### src/sv/clt_pkg.sv
// shared types, codes and constants of the command line tokenizer
package clt_pkg;

    // most tokens a line may hold, whatever max_tokens says
    localparam int TOKEN_LIMIT = 16;

    // result queue depth and pointer width
    localparam int QUEUE_DEPTH = 4;
    localparam int QUEUE_PTR_W = $clog2(QUEUE_DEPTH);

    // register indexes of the configuration port
    localparam logic CFG_MAX_TOKENS    = 1'b0;
    localparam logic CFG_COPY_CAPACITY = 1'b1;

    // reset values of the configuration registers
    localparam logic [4:0]  MAX_TOKENS_RESET    = 5'd16;
    localparam logic [12:0] COPY_CAPACITY_RESET = 13'd4096;

    // characters of interest
    localparam logic [7:0] CH_NUL    = 8'h00;
    localparam logic [7:0] CH_TAB    = 8'h09;
    localparam logic [7:0] CH_SPACE  = 8'h20;
    localparam logic [7:0] CH_DQUOTE = 8'h22;
    localparam logic [7:0] CH_HASH   = 8'h23;
    localparam logic [7:0] CH_BSLASH = 8'h5C;

    // result kinds
    typedef enum logic [1:0] {
        KIND_BYTE = 2'd0,
        KIND_END  = 2'd1,
        KIND_LINE = 2'd2
    } t_kind;

    // line error codes
    localparam logic [1:0] ERR_NONE     = 2'd0;
    localparam logic [1:0] ERR_UNCLOSED = 2'd1;
    localparam logic [1:0] ERR_TOO_MANY = 2'd2;

    // one result item
    typedef struct packed {
        t_kind       kind;
        logic [7:0]  data_byte;
        logic [3:0]  token_index;
        logic [7:0]  token_length;
        logic        quoted;
        logic [4:0]  token_count;
        logic [1:0]  error_code;
        logic        last;
    } t_result;

    // results of one input byte, handed to the queue
    typedef struct packed {
        logic [1:0]  count;
        t_result     res0;
        t_result     res1;
    } t_push;

    // queue status seen by the scanner
    typedef struct packed {
        logic        room2;
    } t_queue_stat;

    // length counter that saturates at 255
    function automatic logic [7:0] sat_inc(input logic [7:0] v);
        return (v == 8'hFF) ? 8'hFF : v + 8'd1;
    endfunction

endpackage

### src/sv/clt_scanner.sv
// input register, configuration registers and per-byte scanning logic
module clt_scanner (
    input  logic                 i_clk,
    input  logic                 i_rst_n,
    input  logic                 i_cfg_valid,
    input  logic                 i_cfg_index,
    input  logic [12:0]          i_cfg_data,
    input  logic                 i_char_valid,
    output logic                 o_char_ready,
    input  logic [7:0]           i_char,
    input  clt_pkg::t_queue_stat i_stat,
    output clt_pkg::t_push       o_push
);

    typedef enum logic [2:0] {
        M_BETWEEN = 3'd0,
        M_PLAIN   = 3'd1,
        M_QUOTED  = 3'd2,
        M_QESC    = 3'd3,
        M_COMMENT = 3'd4,
        M_IGNORE  = 3'd5
    } t_mode;

    logic        r_valid;
    logic [7:0]  r_char;
    logic [4:0]  r_max;
    logic [12:0] r_cap;

    t_mode       r_mode, n_mode;
    logic [4:0]  r_tf, n_tf;
    logic [12:0] r_used, n_used;
    logic [12:0] r_left, n_left;
    logic [7:0]  r_cur, n_cur;
    logic [1:0]  r_err, n_err;

    logic             fire;
    logic [4:0]       limit;
    logic             is_sep;
    logic             do_qchar;
    logic             clear;
    logic [7:0]       cur_q;
    logic [7:0]       qlen;
    logic             v_a, v_b;
    clt_pkg::t_result res_a, res_b;

    function automatic clt_pkg::t_result mk_byte(input logic [7:0] c, input logic [4:0] idx,
                                                 input logic [7:0] len, input logic q);
        clt_pkg::t_result r;
        r = '0;
        r.kind         = clt_pkg::KIND_BYTE;
        r.data_byte    = c;
        r.token_index  = idx[3:0];
        r.token_length = len;
        r.quoted       = q;
        return r;
    endfunction

    function automatic clt_pkg::t_result mk_end(input logic [4:0] idx, input logic [7:0] len,
                                                input logic q);
        clt_pkg::t_result r;
        r = '0;
        r.kind         = clt_pkg::KIND_END;
        r.token_index  = idx[3:0];
        r.token_length = len;
        r.quoted       = q;
        return r;
    endfunction

    function automatic clt_pkg::t_result mk_line(input logic [4:0] cnt, input logic [1:0] err);
        clt_pkg::t_result r;
        r = '0;
        r.kind        = clt_pkg::KIND_LINE;
        r.token_count = cnt;
        r.error_code  = err;
        return r;
    endfunction

    // a held byte is scanned once the queue has room for two results
    assign fire         = r_valid && i_stat.room2;
    assign o_char_ready = !r_valid || fire;

    // effective token limit
    assign limit  = (int'(r_max) < clt_pkg::TOKEN_LIMIT) ? r_max : 5'(clt_pkg::TOKEN_LIMIT);
    assign is_sep = (r_char == clt_pkg::CH_SPACE) || (r_char == clt_pkg::CH_TAB);
    assign qlen   = ({5'd0, cur_q} > r_left) ? r_left[7:0] : cur_q;

    // scanning of one byte: up to two results, first slot a then slot b
    always_comb begin
        n_mode   = r_mode;
        n_tf     = r_tf;
        n_used   = r_used;
        n_left   = r_left;
        n_cur    = r_cur;
        n_err    = r_err;
        v_a      = 1'b0;
        v_b      = 1'b0;
        res_a    = '0;
        res_b    = '0;
        cur_q    = r_cur;
        do_qchar = 1'b0;
        clear    = 1'b0;
        if (fire) begin
            unique case (r_mode)
                M_PLAIN: begin
                    if (r_char == clt_pkg::CH_NUL) begin
                        v_a   = 1'b1;
                        res_a = mk_end(r_tf, r_cur, 1'b0);
                        v_b   = 1'b1;
                        res_b = mk_line(r_tf + 5'd1, clt_pkg::ERR_NONE);
                        clear = 1'b1;
                    end else if (is_sep || r_char == clt_pkg::CH_HASH) begin
                        v_a    = 1'b1;
                        res_a  = mk_end(r_tf, r_cur, 1'b0);
                        n_tf   = r_tf + 5'd1;
                        n_cur  = '0;
                        n_mode = is_sep ? M_BETWEEN : M_COMMENT;
                    end else begin
                        v_a   = 1'b1;
                        res_a = mk_byte(r_char, r_tf, r_cur, 1'b0);
                        n_cur = clt_pkg::sat_inc(r_cur);
                    end
                end
                M_QUOTED: begin
                    do_qchar = 1'b1;
                end
                M_QESC: begin
                    n_mode = M_QUOTED;
                    if (r_char == clt_pkg::CH_DQUOTE || r_char == clt_pkg::CH_BSLASH) begin
                        v_a   = {5'd0, r_cur} < r_left;
                        res_a = mk_byte(r_char, r_tf, r_cur, 1'b1);
                        n_cur = clt_pkg::sat_inc(r_cur);
                    end else begin
                        // lone backslash is kept, the byte after it scanned as usual
                        v_a      = {5'd0, r_cur} < r_left;
                        res_a    = mk_byte(clt_pkg::CH_BSLASH, r_tf, r_cur, 1'b1);
                        cur_q    = clt_pkg::sat_inc(r_cur);
                        n_cur    = cur_q;
                        do_qchar = 1'b1;
                    end
                end
                M_COMMENT, M_IGNORE: begin
                    if (r_char == clt_pkg::CH_NUL) begin
                        v_b   = 1'b1;
                        res_b = mk_line((r_err != clt_pkg::ERR_NONE) ? 5'd0 : r_tf, r_err);
                        clear = 1'b1;
                    end
                end
                default: begin
                    if (r_char == clt_pkg::CH_NUL) begin
                        v_b   = 1'b1;
                        res_b = mk_line((r_err != clt_pkg::ERR_NONE) ? 5'd0 : r_tf, r_err);
                        clear = 1'b1;
                    end else if (is_sep) begin
                        n_mode = r_mode;
                    end else if (r_char == clt_pkg::CH_HASH) begin
                        n_mode = M_COMMENT;
                    end else if (r_tf >= limit) begin
                        n_err  = clt_pkg::ERR_TOO_MANY;
                        n_mode = M_IGNORE;
                    end else if (r_char == clt_pkg::CH_DQUOTE) begin
                        n_mode = M_QUOTED;
                        n_cur  = '0;
                        n_left = (r_used <= r_cap) ? r_cap - r_used : '0;
                    end else begin
                        n_mode = M_PLAIN;
                        v_a    = 1'b1;
                        res_a  = mk_byte(r_char, r_tf, 8'd0, 1'b0);
                        n_cur  = 8'd1;
                    end
                end
            endcase

            // byte inside quotes
            if (do_qchar) begin
                priority if (r_char == clt_pkg::CH_NUL) begin
                    v_b   = 1'b1;
                    res_b = mk_line(5'd0, clt_pkg::ERR_UNCLOSED);
                    clear = 1'b1;
                end else if (r_char == clt_pkg::CH_DQUOTE) begin
                    v_b    = 1'b1;
                    res_b  = mk_end(r_tf, qlen, 1'b1);
                    n_used = r_used + {5'd0, qlen};
                    n_tf   = r_tf + 5'd1;
                    n_cur  = '0;
                    n_mode = M_BETWEEN;
                end else if (r_char == clt_pkg::CH_BSLASH) begin
                    n_mode = M_QESC;
                end else begin
                    v_b   = {5'd0, cur_q} < r_left;
                    res_b = mk_byte(r_char, r_tf, cur_q, 1'b1);
                    n_cur = clt_pkg::sat_inc(cur_q);
                end
            end

            // line done returns all per-line state to reset
            if (clear) begin
                n_mode = M_BETWEEN;
                n_tf   = '0;
                n_used = '0;
                n_left = '0;
                n_cur  = '0;
                n_err  = clt_pkg::ERR_NONE;
            end
        end
    end

    // pack the results front first, marking the last one
    always_comb begin
        o_push       = '0;
        o_push.count = {1'b0, v_a} + {1'b0, v_b};
        o_push.res0  = v_a ? res_a : res_b;
        o_push.res1  = res_b;
        if (v_a && v_b) begin
            o_push.res1.last = 1'b1;
        end else begin
            o_push.res0.last = 1'b1;
        end
    end

    // input register
    always_ff @(posedge i_clk) begin
        if (!i_rst_n) begin
            r_valid <= 1'b0;
        end else if (o_char_ready) begin
            r_valid <= i_char_valid;
        end
        if (o_char_ready && i_char_valid) begin
            r_char <= i_char;
        end
    end

    // configuration registers
    always_ff @(posedge i_clk) begin
        if (!i_rst_n) begin
            r_max <= clt_pkg::MAX_TOKENS_RESET;
            r_cap <= clt_pkg::COPY_CAPACITY_RESET;
        end else if (i_cfg_valid) begin
            unique case (i_cfg_index)
                clt_pkg::CFG_MAX_TOKENS:    r_max <= i_cfg_data[4:0];
                clt_pkg::CFG_COPY_CAPACITY: r_cap <= i_cfg_data;
                default:                    r_cap <= r_cap;
            endcase
        end
    end

    // scan state
    always_ff @(posedge i_clk) begin
        if (!i_rst_n) begin
            r_mode <= M_BETWEEN;
            r_tf   <= '0;
            r_used <= '0;
            r_left <= '0;
            r_cur  <= '0;
            r_err  <= clt_pkg::ERR_NONE;
        end else begin
            r_mode <= n_mode;
            r_tf   <= n_tf;
            r_used <= n_used;
            r_left <= n_left;
            r_cur  <= n_cur;
            r_err  <= n_err;
        end
    end

endmodule

### src/sv/clt_result_queue.sv
// small result queue: takes up to two results a cycle, gives one
module clt_result_queue (
    input  logic                 i_clk,
    input  logic                 i_rst_n,
    input  clt_pkg::t_push       i_push,
    output clt_pkg::t_queue_stat o_stat,
    output logic                 o_valid,
    input  logic                 i_ready,
    output clt_pkg::t_result     o_head
);

    clt_pkg::t_result                  r_mem [clt_pkg::QUEUE_DEPTH];
    logic [clt_pkg::QUEUE_PTR_W-1:0]   r_wr, r_rd;
    logic [clt_pkg::QUEUE_PTR_W:0]     r_cnt;
    logic [clt_pkg::QUEUE_PTR_W-1:0]   wr_next;
    logic                              pop;

    assign wr_next      = r_wr + {{(clt_pkg::QUEUE_PTR_W-1){1'b0}}, 1'b1};
    assign pop          = o_valid && i_ready;
    assign o_valid      = r_cnt != '0;
    assign o_head       = r_mem[r_rd];
    assign o_stat.room2 = int'(r_cnt) <= clt_pkg::QUEUE_DEPTH - 2;

    // storage
    always_ff @(posedge i_clk) begin
        if (i_push.count != 2'd0) begin
            r_mem[r_wr] <= i_push.res0;
        end
        if (i_push.count == 2'd2) begin
            r_mem[wr_next] <= i_push.res1;
        end
    end

    // pointers and fill count
    always_ff @(posedge i_clk) begin
        if (!i_rst_n) begin
            r_wr  <= '0;
            r_rd  <= '0;
            r_cnt <= '0;
        end else begin
            r_wr  <= r_wr + i_push.count[clt_pkg::QUEUE_PTR_W-1:0];
            r_rd  <= r_rd + {{(clt_pkg::QUEUE_PTR_W-1){1'b0}}, pop};
            r_cnt <= r_cnt + {{(clt_pkg::QUEUE_PTR_W-1){1'b0}}, i_push.count}
                           - {{clt_pkg::QUEUE_PTR_W{1'b0}}, pop};
        end
    end

endmodule

### src/sv/command_line_tokenizer.sv
// Command line tokenizer: takes one byte of a line per clock on the slave stream, unless
// stalled, and streams token bytes, token ends and a line-done summary on the master
// stream. A byte is registered, scanned combinationally and lands in a four-entry result
// queue, so the sustained rate is one byte per clock while each byte gives at most one
// result and the output is ready. A byte that gives two results (a plain token closed by
// end of line, or a lone backslash inside quotes followed by a kept byte or end of line)
// sends them one at a time; the input stalls only when the queue has no room for two
// results, as the output drains it. The configuration port is always ready; the user must
// write it only while no line is being scanned; the block itself does not enforce this.
module command_line_tokenizer (
    input  logic        i_clk,
    input  logic        i_rst_n,
    // configuration writes
    input  logic        i_cfg_valid,
    output logic        o_cfg_ready,
    input  logic        i_cfg_index,
    input  logic [12:0] i_cfg_data,
    // input bytes
    input  logic        i_s_axis_tvalid,
    output logic        o_s_axis_tready,
    input  logic [7:0]  i_s_axis_tdata,   // char_in[7:0]
    // results
    output logic        o_m_axis_tvalid,
    input  logic        i_m_axis_tready,
    output logic [31:0] o_m_axis_tdata,   // data_byte[7:0], token_index[11:8],
                                          // token_length[19:12], quoted[20],
                                          // token_count[25:21], error_code[27:26], zero
    output logic [1:0]  o_m_axis_tuser,   // kind[1:0]
    output logic        o_m_axis_tlast    // last result of an input byte
);

    clt_pkg::t_push       push;
    clt_pkg::t_queue_stat stat;
    clt_pkg::t_result     head;

    assign o_cfg_ready = 1'b1;

    // scanner
    clt_scanner u_scanner (
        .i_clk        (i_clk),
        .i_rst_n      (i_rst_n),
        .i_cfg_valid  (i_cfg_valid),
        .i_cfg_index  (i_cfg_index),
        .i_cfg_data   (i_cfg_data),
        .i_char_valid (i_s_axis_tvalid),
        .o_char_ready (o_s_axis_tready),
        .i_char       (i_s_axis_tdata),
        .i_stat       (stat),
        .o_push       (push)
    );

    // result queue
    clt_result_queue u_queue (
        .i_clk   (i_clk),
        .i_rst_n (i_rst_n),
        .i_push  (push),
        .o_stat  (stat),
        .o_valid (o_m_axis_tvalid),
        .i_ready (i_m_axis_tready),
        .o_head  (head)
    );

    // output packing
    assign o_m_axis_tdata = {4'd0, head.error_code, head.token_count, head.quoted,
                             head.token_length, head.token_index, head.data_byte};
    assign o_m_axis_tuser = head.kind;
    assign o_m_axis_tlast = head.last;

endmodule

### config.mk
export PLATFORM = sky130hd
export DESIGN_NAME = command_line_tokenizer
export DESIGN_NICKNAME = d
export VERILOG_FILES = /design/src/sv/clt_pkg.sv /design/src/sv/clt_scanner.sv /design/src/sv/clt_result_queue.sv /design/src/sv/command_line_tokenizer.sv
export SDC_FILE = /design/constraint.sdc
export NUM_CORES = 1
export LEC_CHECK = 0
export BUFFER_PORTS_ARGS = -buffer_cell sky130_fd_sc_hd__buf_2
export CAP_MARGIN = 20
export CORE_MARGIN = 3
export CORE_UTILIZATION = 55
export CTS_CLUSTER_DIAMETER = 100
export DETAILED_ROUTE_END_ITERATION = 8
export PLACE_DENSITY_LB_ADDON = 0.1
export SYNTH_ARGS = -nofsm -noshare
export SYNTH_HDL_FRONTEND = slang
export SYNTH_SLANG_ARGS = --single-unit
### constraint.sdc
create_clock -name i_clk -period 8.9 [get_ports i_clk]
set_input_delay 0.89 -clock i_clk [delete_from_list [all_inputs] [get_ports i_clk]]
set_output_delay 0.89 -clock i_clk [all_outputs]
set_load 0.005 [all_outputs]
Yosys cells after proc, flatten, opt, wreduce, memory -nomap -nowiden
Memory sizes are Yosys's and may differ from the RTL's. A register that Yosys moved wholly into a read port is not among the register bits.
Cells that the tools add are included.

storage, ports and cells
  output and inout port bits = 38
  memories = 1
  memory bits (writable) = 124
  flip-flop bits (word level) = 78
  input port bits = 27

cells by class
  equality and inequality tests = 18
  magnitude comparators = 7
  muxes and demuxes = 107
  add/sub/neg operators = 11
  bitwise logic cells = 1
  reduce and logical (&&, ||, !) cells = 24

memories
  name           depth  bits a word  read ports  clocked after Yosys merged registers in  wr ports  line                    source
  u_queue.r_mem  4      31           1           1                                        2         clt_result_queue.sv:12  clt_pkg::t_result r_mem [clt_pkg::QUEUE_DEPTH];

operators with widths
  kind                                                  number
  two-way mux 31 bit                                    14
  two-way mux 13 bit                                    12
  two-way mux 8 bit                                     18
  one-hot mux 31 bit (3 select lines)                   1
  one-hot mux 31 bit (2 select lines)                   1
  two-way mux 29 bit                                    2
  two-way mux 5 bit                                     9
  two-way mux 3 bit                                     12
  two-way mux 30 bit                                    1
  < comparator 8 x 13 -> 1 bit                          2
  two-way mux 1 bit                                     25
  equality test 8 x 6 -> 1 bit (second input constant)  3
  one-hot mux 8 bit (3 select lines)                    1
  adder 8 x 1 -> 8 bit (second input constant)          2
  equality test 8 bit (second input constant)           2
  two-way mux 2 bit                                     8
  adder 13 x 8 -> 13 bit                                1
  > comparator 8 x 13 -> 1 bit                          1
  less-or-equal comparator 13 bit                       1
  subtractor 13 bit                                     1
  nonzero test 2 bit                                    5
  one-hot mux 3 bit (3 select lines)                    1
  equality test 8 x 4 -> 1 bit (second input constant)  1
  equality test 8 x 7 -> 1 bit (second input constant)  1
  31 further kinds                                      43

Depth between registers and ports, before layout
  word-level depth = 15
  depth in mapped cells = 25

Cells and area by module
Synthesis repeated with hierarchy kept, for this count alone.

second synthesis, totals
  cell total of the unflattened synthesis = 1161
  area total of the unflattened synthesis = 12834.8 um^2

modules (own cells, without submodules)
  module                  times used  cells each  area an instance (um^2)
  clt_result_queue        1           346         6607.6
  clt_scanner             1           808         6182.2
  command_line_tokenizer  1           7           45.0

Worst setup path after synthesis
No wires, ideal clock.

  path type = reg2reg
  from = register u_scanner.r_char[5]
  to = memory u_queue.r_mem[1][0] (netlist name), enable pin
  cell stages (with the launch flop) = 13
  data arrival time = 5.282 ns
  data required time = 8.433 ns
  path buffers = 1
  period minus slack after synthesis = 5.749 ns
  setup slack = 3.151 ns
  cells stage by stage = edfxtp_1 -> nor2b_1 -> and4_4 -> buf_6 -> nor3_4 -> mux2_4 -> ha_1 -> a2111o_1 -> a31oi_1 -> o31a_1 -> ha_1 -> nor2_1 -> a211oi_1

RTL lines
  what                    line                    source
  from (decl)             clt_scanner.sv:25       logic [7:0] r_char;
  from (signal assigned)  clt_scanner.sv:228      r_char <= i_char;
  to (decl)               clt_result_queue.sv:12

Worst setup path after layout
  from = register u_scanner.r_cur[1]
  to = register u_scanner.r_used[12]

between the ends
  word-level cells in the longest chain between the ends = 13
  elaborated cells on any way between the ends = 14
  those cells by class = add/sub (2); order compare (1); eq/ne (1); mux (10)

RTL lines
  what                                                         line                source
  from (decl)                                                  clt_scanner.sv:33   logic [7:0] r_cur, n_cur;
  from (signal assigned)                                       clt_scanner.sv:260  r_cur <= n_cur;
  adder 8 x 1 -> 8 bit or equality test 8 bit (tied branches)  clt_pkg.sv:65       return (v == 8'hFF) ? 8'hFF : v + 8'd1;
  two-way mux 8 bit                                            clt_pkg.sv:65
  two-way mux 8 bit                                            clt_scanner.sv:128  if (r_char == clt_pkg::CH_DQUOTE || r_char == clt_pkg::CH_BSLASH) begin
  two-way mux 8 bit                                            clt_scanner.sv:103  unique case (r_mode)
  two-way mux 8 bit                                            clt_scanner.sv:102  if (fire) begin
  two-way mux 8 bit *                                          clt_scanner.sv:102
  > comparator 8 x 13 -> 1 bit                                 clt_scanner.sv:85   assign qlen = ({5'd0, cur_q} > r_left) ? r_left[7:0] : cur_q;
  two-way mux 8 bit *                                          clt_scanner.sv:85
  adder 13 x 8 -> 13 bit *                                     clt_scanner.sv:182  n_used = r_used + {5'd0, qlen};
  two-way mux 13 bit *                                         clt_scanner.sv:179  end else if (r_char == clt_pkg::CH_DQUOTE) begin
  two-way mux 13 bit *                                         clt_scanner.sv:175  priority if (r_char == clt_pkg::CH_NUL) begin
  two-way mux 13 bit *                                         clt_scanner.sv:174  if (do_qchar) begin
  two-way mux 13 bit *                                         clt_scanner.sv:196  if (clear) begin
  to (signal assigned)                                         clt_scanner.sv:258  r_used <= n_used;
  to (decl)                                                    clt_scanner.sv:31   logic [12:0] r_used, n_used;

Every way passes the cells marked *; elsewhere a longest branch is shown, timed or not. The select of a mux whose other input is x is not followed.
A chain may end at the register's enable or synchronous reset.

==> impl_metrics.tcl <==
set metrics [dict create \
    grt_max_degree 52 \
    overflow 0 \
    io_buffers 59 \
    critPathMaxFanout 12 \
    peakVddDrop_mv 0.125 \
    clk_path_buf_depth 3 \
    num_antenna_cells 0 \
    wirelength_um 30800 \
    dp_worst_setup_slack_ns 2.83 \
    cts.clk_slew.worst_paths_ns 0.06 \
    initialDrtViolationCount 899 \
    async_flop_share_pct 0 \
    grt_usage_pct 25.5 \
    required_ns 9.29 \
    cts_resized 0 \
    worst_slew_pin_slew_ns 1.01 \
    rows 53 \
    rsz0062_at_grt "false" \
    gp_congestion 1.00 \
    place_hpwl_um 22100 \
    drc_errors 0 \
    final.min_clock_period_ns 6.24 \
    layout-drive-gt1-share_pct 16.5 \
    hold_ws_ns 0.465 \
    fin_tns_setup_ns 0 \
    detail_route.first_pass.iterations 6 \
    ant_nets 0 \
    fin_nets 1292 \
    arrival_ns 6.63 \
    syn2layout_area_growth_pct 9.37 \
    syn_area_mm2 0.0120 \
    final_hold_viol_count 0 \
    ys_seq_elements 201 \
    fin_total_pwr_w 0.00266 \
    utilization_pct 61.9 \
    p_per_area_mw_per_mm2 203 \
    status "finished clean" \
    cts_post_setup_buffers_inserted 0 \
    p_leak_nw 4.97 \
    antenna_found_initial 1 \
    grt_pass1_wl_um 48600 \
    grt_pass1_vias 8700 \
    cts_made_buffers 22 \
    final.setup_skew_ns 0.0183 \
    die_w_um 154 \
    start_kind "flip-flop" \
    maxCapViolCount 0 \
    io_pins 65 \
    drv_slew 0 \
    clock-sinks 201 \
    synth_flop_cell "edfxtp_1" \
    cts_tree "yes" \
    ctsHtreeMaxLevel 1 \
    wl_per_cell_um 20.6 \
    yosys_warnings 0 \
    relSlewSlack_pct 33.0 \
    clk_latency_ns 0.52 \
    core_mm2 0.0212 \
    seq_area_frac_synth_pct 44.5 \
    finalSetupViolCount 0 \
    synth_edf_count 132 \
    syn_inst 1172 \
    end_kind "flip-flop" \
    fmax_mhz 160 \
    timing.final.ws_setup_ns 2.66 \
    via_count 9040 \
    synth_area_per_cell_um2 10.3 \
    die_area_mm2 0.0237 \
    die_h_um 154 \
    synth.distinct_cells 91 \
    fin_crit_sh_pct 70.1 \
    hold_path_class "reg2reg" \
    initial_core_util_pct 56.6 \
    hold_buffers 0 \
    cts_root_buf "clkbuf_16" \
    worstSetupPathType "reg2reg" \
    viasPerCell 6.05 \
]
[layout make-up]
type	count	area [um^2]
fillers	1790	8080
multi-input cells	857	6210
flip-flops and latches	201	5350
clock buffers	23	554
repair buffers	74	408
well taps	275	344
inverters	47	176
clock inverters	16	101
[sequential cells by signal, summed over array words and instances (netlist names), 5 cells and up]
register and count:
u_scanner.r_tf 5, u_queue.r_mem 124, u_scanner.r_left 13, u_scanner.r_char 8, u_scanner.r_used 13, u_scanner.r_cap 13
u_scanner.r_cur 8, u_scanner.r_max 5
[per-stage QoR]
step / area (um^2) / instances
6_report: 13100 / 1493
5_1_grt: 13100 / 1493
4_1_cts: 13100 / 1493
3_5_place_dp: 12500 / 1454
3_3_place_gp: 12500 / 1454
2_1_floorplan: 12000 / 1175
[final timing paths]
check / startpoint / endpoint / slack, ns / depth (start not counted)
setup reg to reg: u_scanner.r_cur[1] / u_scanner.r_used[12] / 2.66 / 24
hold / removal: u_scanner.r_left[11] / u_scanner.r_left[11] / 0.46 / 2
setup / recovery: u_scanner.r_cur[1] / u_scanner.r_used[12] / 2.66 / 24
hold reg to reg: u_scanner.r_left[11] / u_scanner.r_left[11] / 0.46 / 2
[cell families after synthesis]
logic type | share of synthesized area (%)
AOI/OAI and AO/OA | 15.5
xor gates and xnor gates | 2.33
adders and majority gates | 6.64
buffers and inverters | 4.17
DFF | 44.5
muxes | 9.98
other | 0.0625
and+or+nand+nor | 16.9
[per-layer routing]
layer | part of all wire (%) | up-vias | GRT usage (%)
li1 | - | 4366 | -
met3 | 6.8 | 53 | 4.70
met2 | 46 | 319 | 39.9
met1 | 45 | 4300 | 36.7
met4 | 2.2 | 2 | 7.06
met5 | 0.042 | - | 0
[report_power, final]
group          internal (W)  total, W  switching (W)
logic              0.000297  0.000699       0.000402
registers           0.00109   0.00113      0.0000473
clock network      0.000455  0.000833       0.000378
[synth_stat cells (7+ instances only)]
cell type	instances	area, um^2
edfxtp_1	132	3960
nand2_1	127	477
nor2_1	94	353
a21oi_1	79	395
dfxtp_1	69	1380
ha_1	59	738
o21ai_0	52	260
inv_1	43	161
nand3_1	40	200
clkbuf_1	37	139
mux4_2	31	698
nor2b_1	31	194
mux2i_1	29	290
xnor2_1	25	219
nor3_1	22	110
a21boi_0	21	158
a21o_1	19	143
buf_2	19	95.1
and2_1	17	106
mux2_2	16	180
a31oi_1	12	75.1
nand4_1	11	68.8
a22o_1	10	87.6
nand2b_1	10	62.6
or3_1	9	56.3
o21ai_1	8	40.0
a22oi_1	7	52.6
o21a_1	7	52.6
xor2_1	7	61.3
[critical path, cell delays in order (launching register included)]
cell and delay (ns):
dfxtp_1 0.64, ha_1 0.39, nand4_1 0.17, or2_2 0.44
nand2_1 0.15, mux2i_1 0.17, o21ai_0 0.32, inv_1 0.10
ha_1 0.20, nor2b_1 0.10, nor3_1 0.05, o21ai_0 0.18
o2111ai_1 0.14, a21oi_1 0.64, mux2_2 0.44, ha_1 0.23
fa_1 0.44, a21o_1 0.18, a21oi_1 0.20, o21ai_0 0.11
a21oi_1 0.26, o21ai_0 0.20, or3b_1 0.21, xnor2_1 0.11
nor2_1 0.05
[layout by cell type, fill, tap and decap left out, drive strengths merged, types with 18 or more instances in the layout]
master  netlist  layout
a21oi        79      79
nor3         23      23
o21ai        62      62
mux2i        29      29
a21boi       21      21
xnor2        25      25
dfxtp        69      69
inv          45      45
ha           59      59
edfxtp      132     132
buf          33      74
clkbuf       37      23
nand3        42      42
nand2       129     129
a21o         19      19
mux4         31      31
nor2         97      97
nor2b        31      31
mux2         18      18
(Power assumes the default switching activity.)
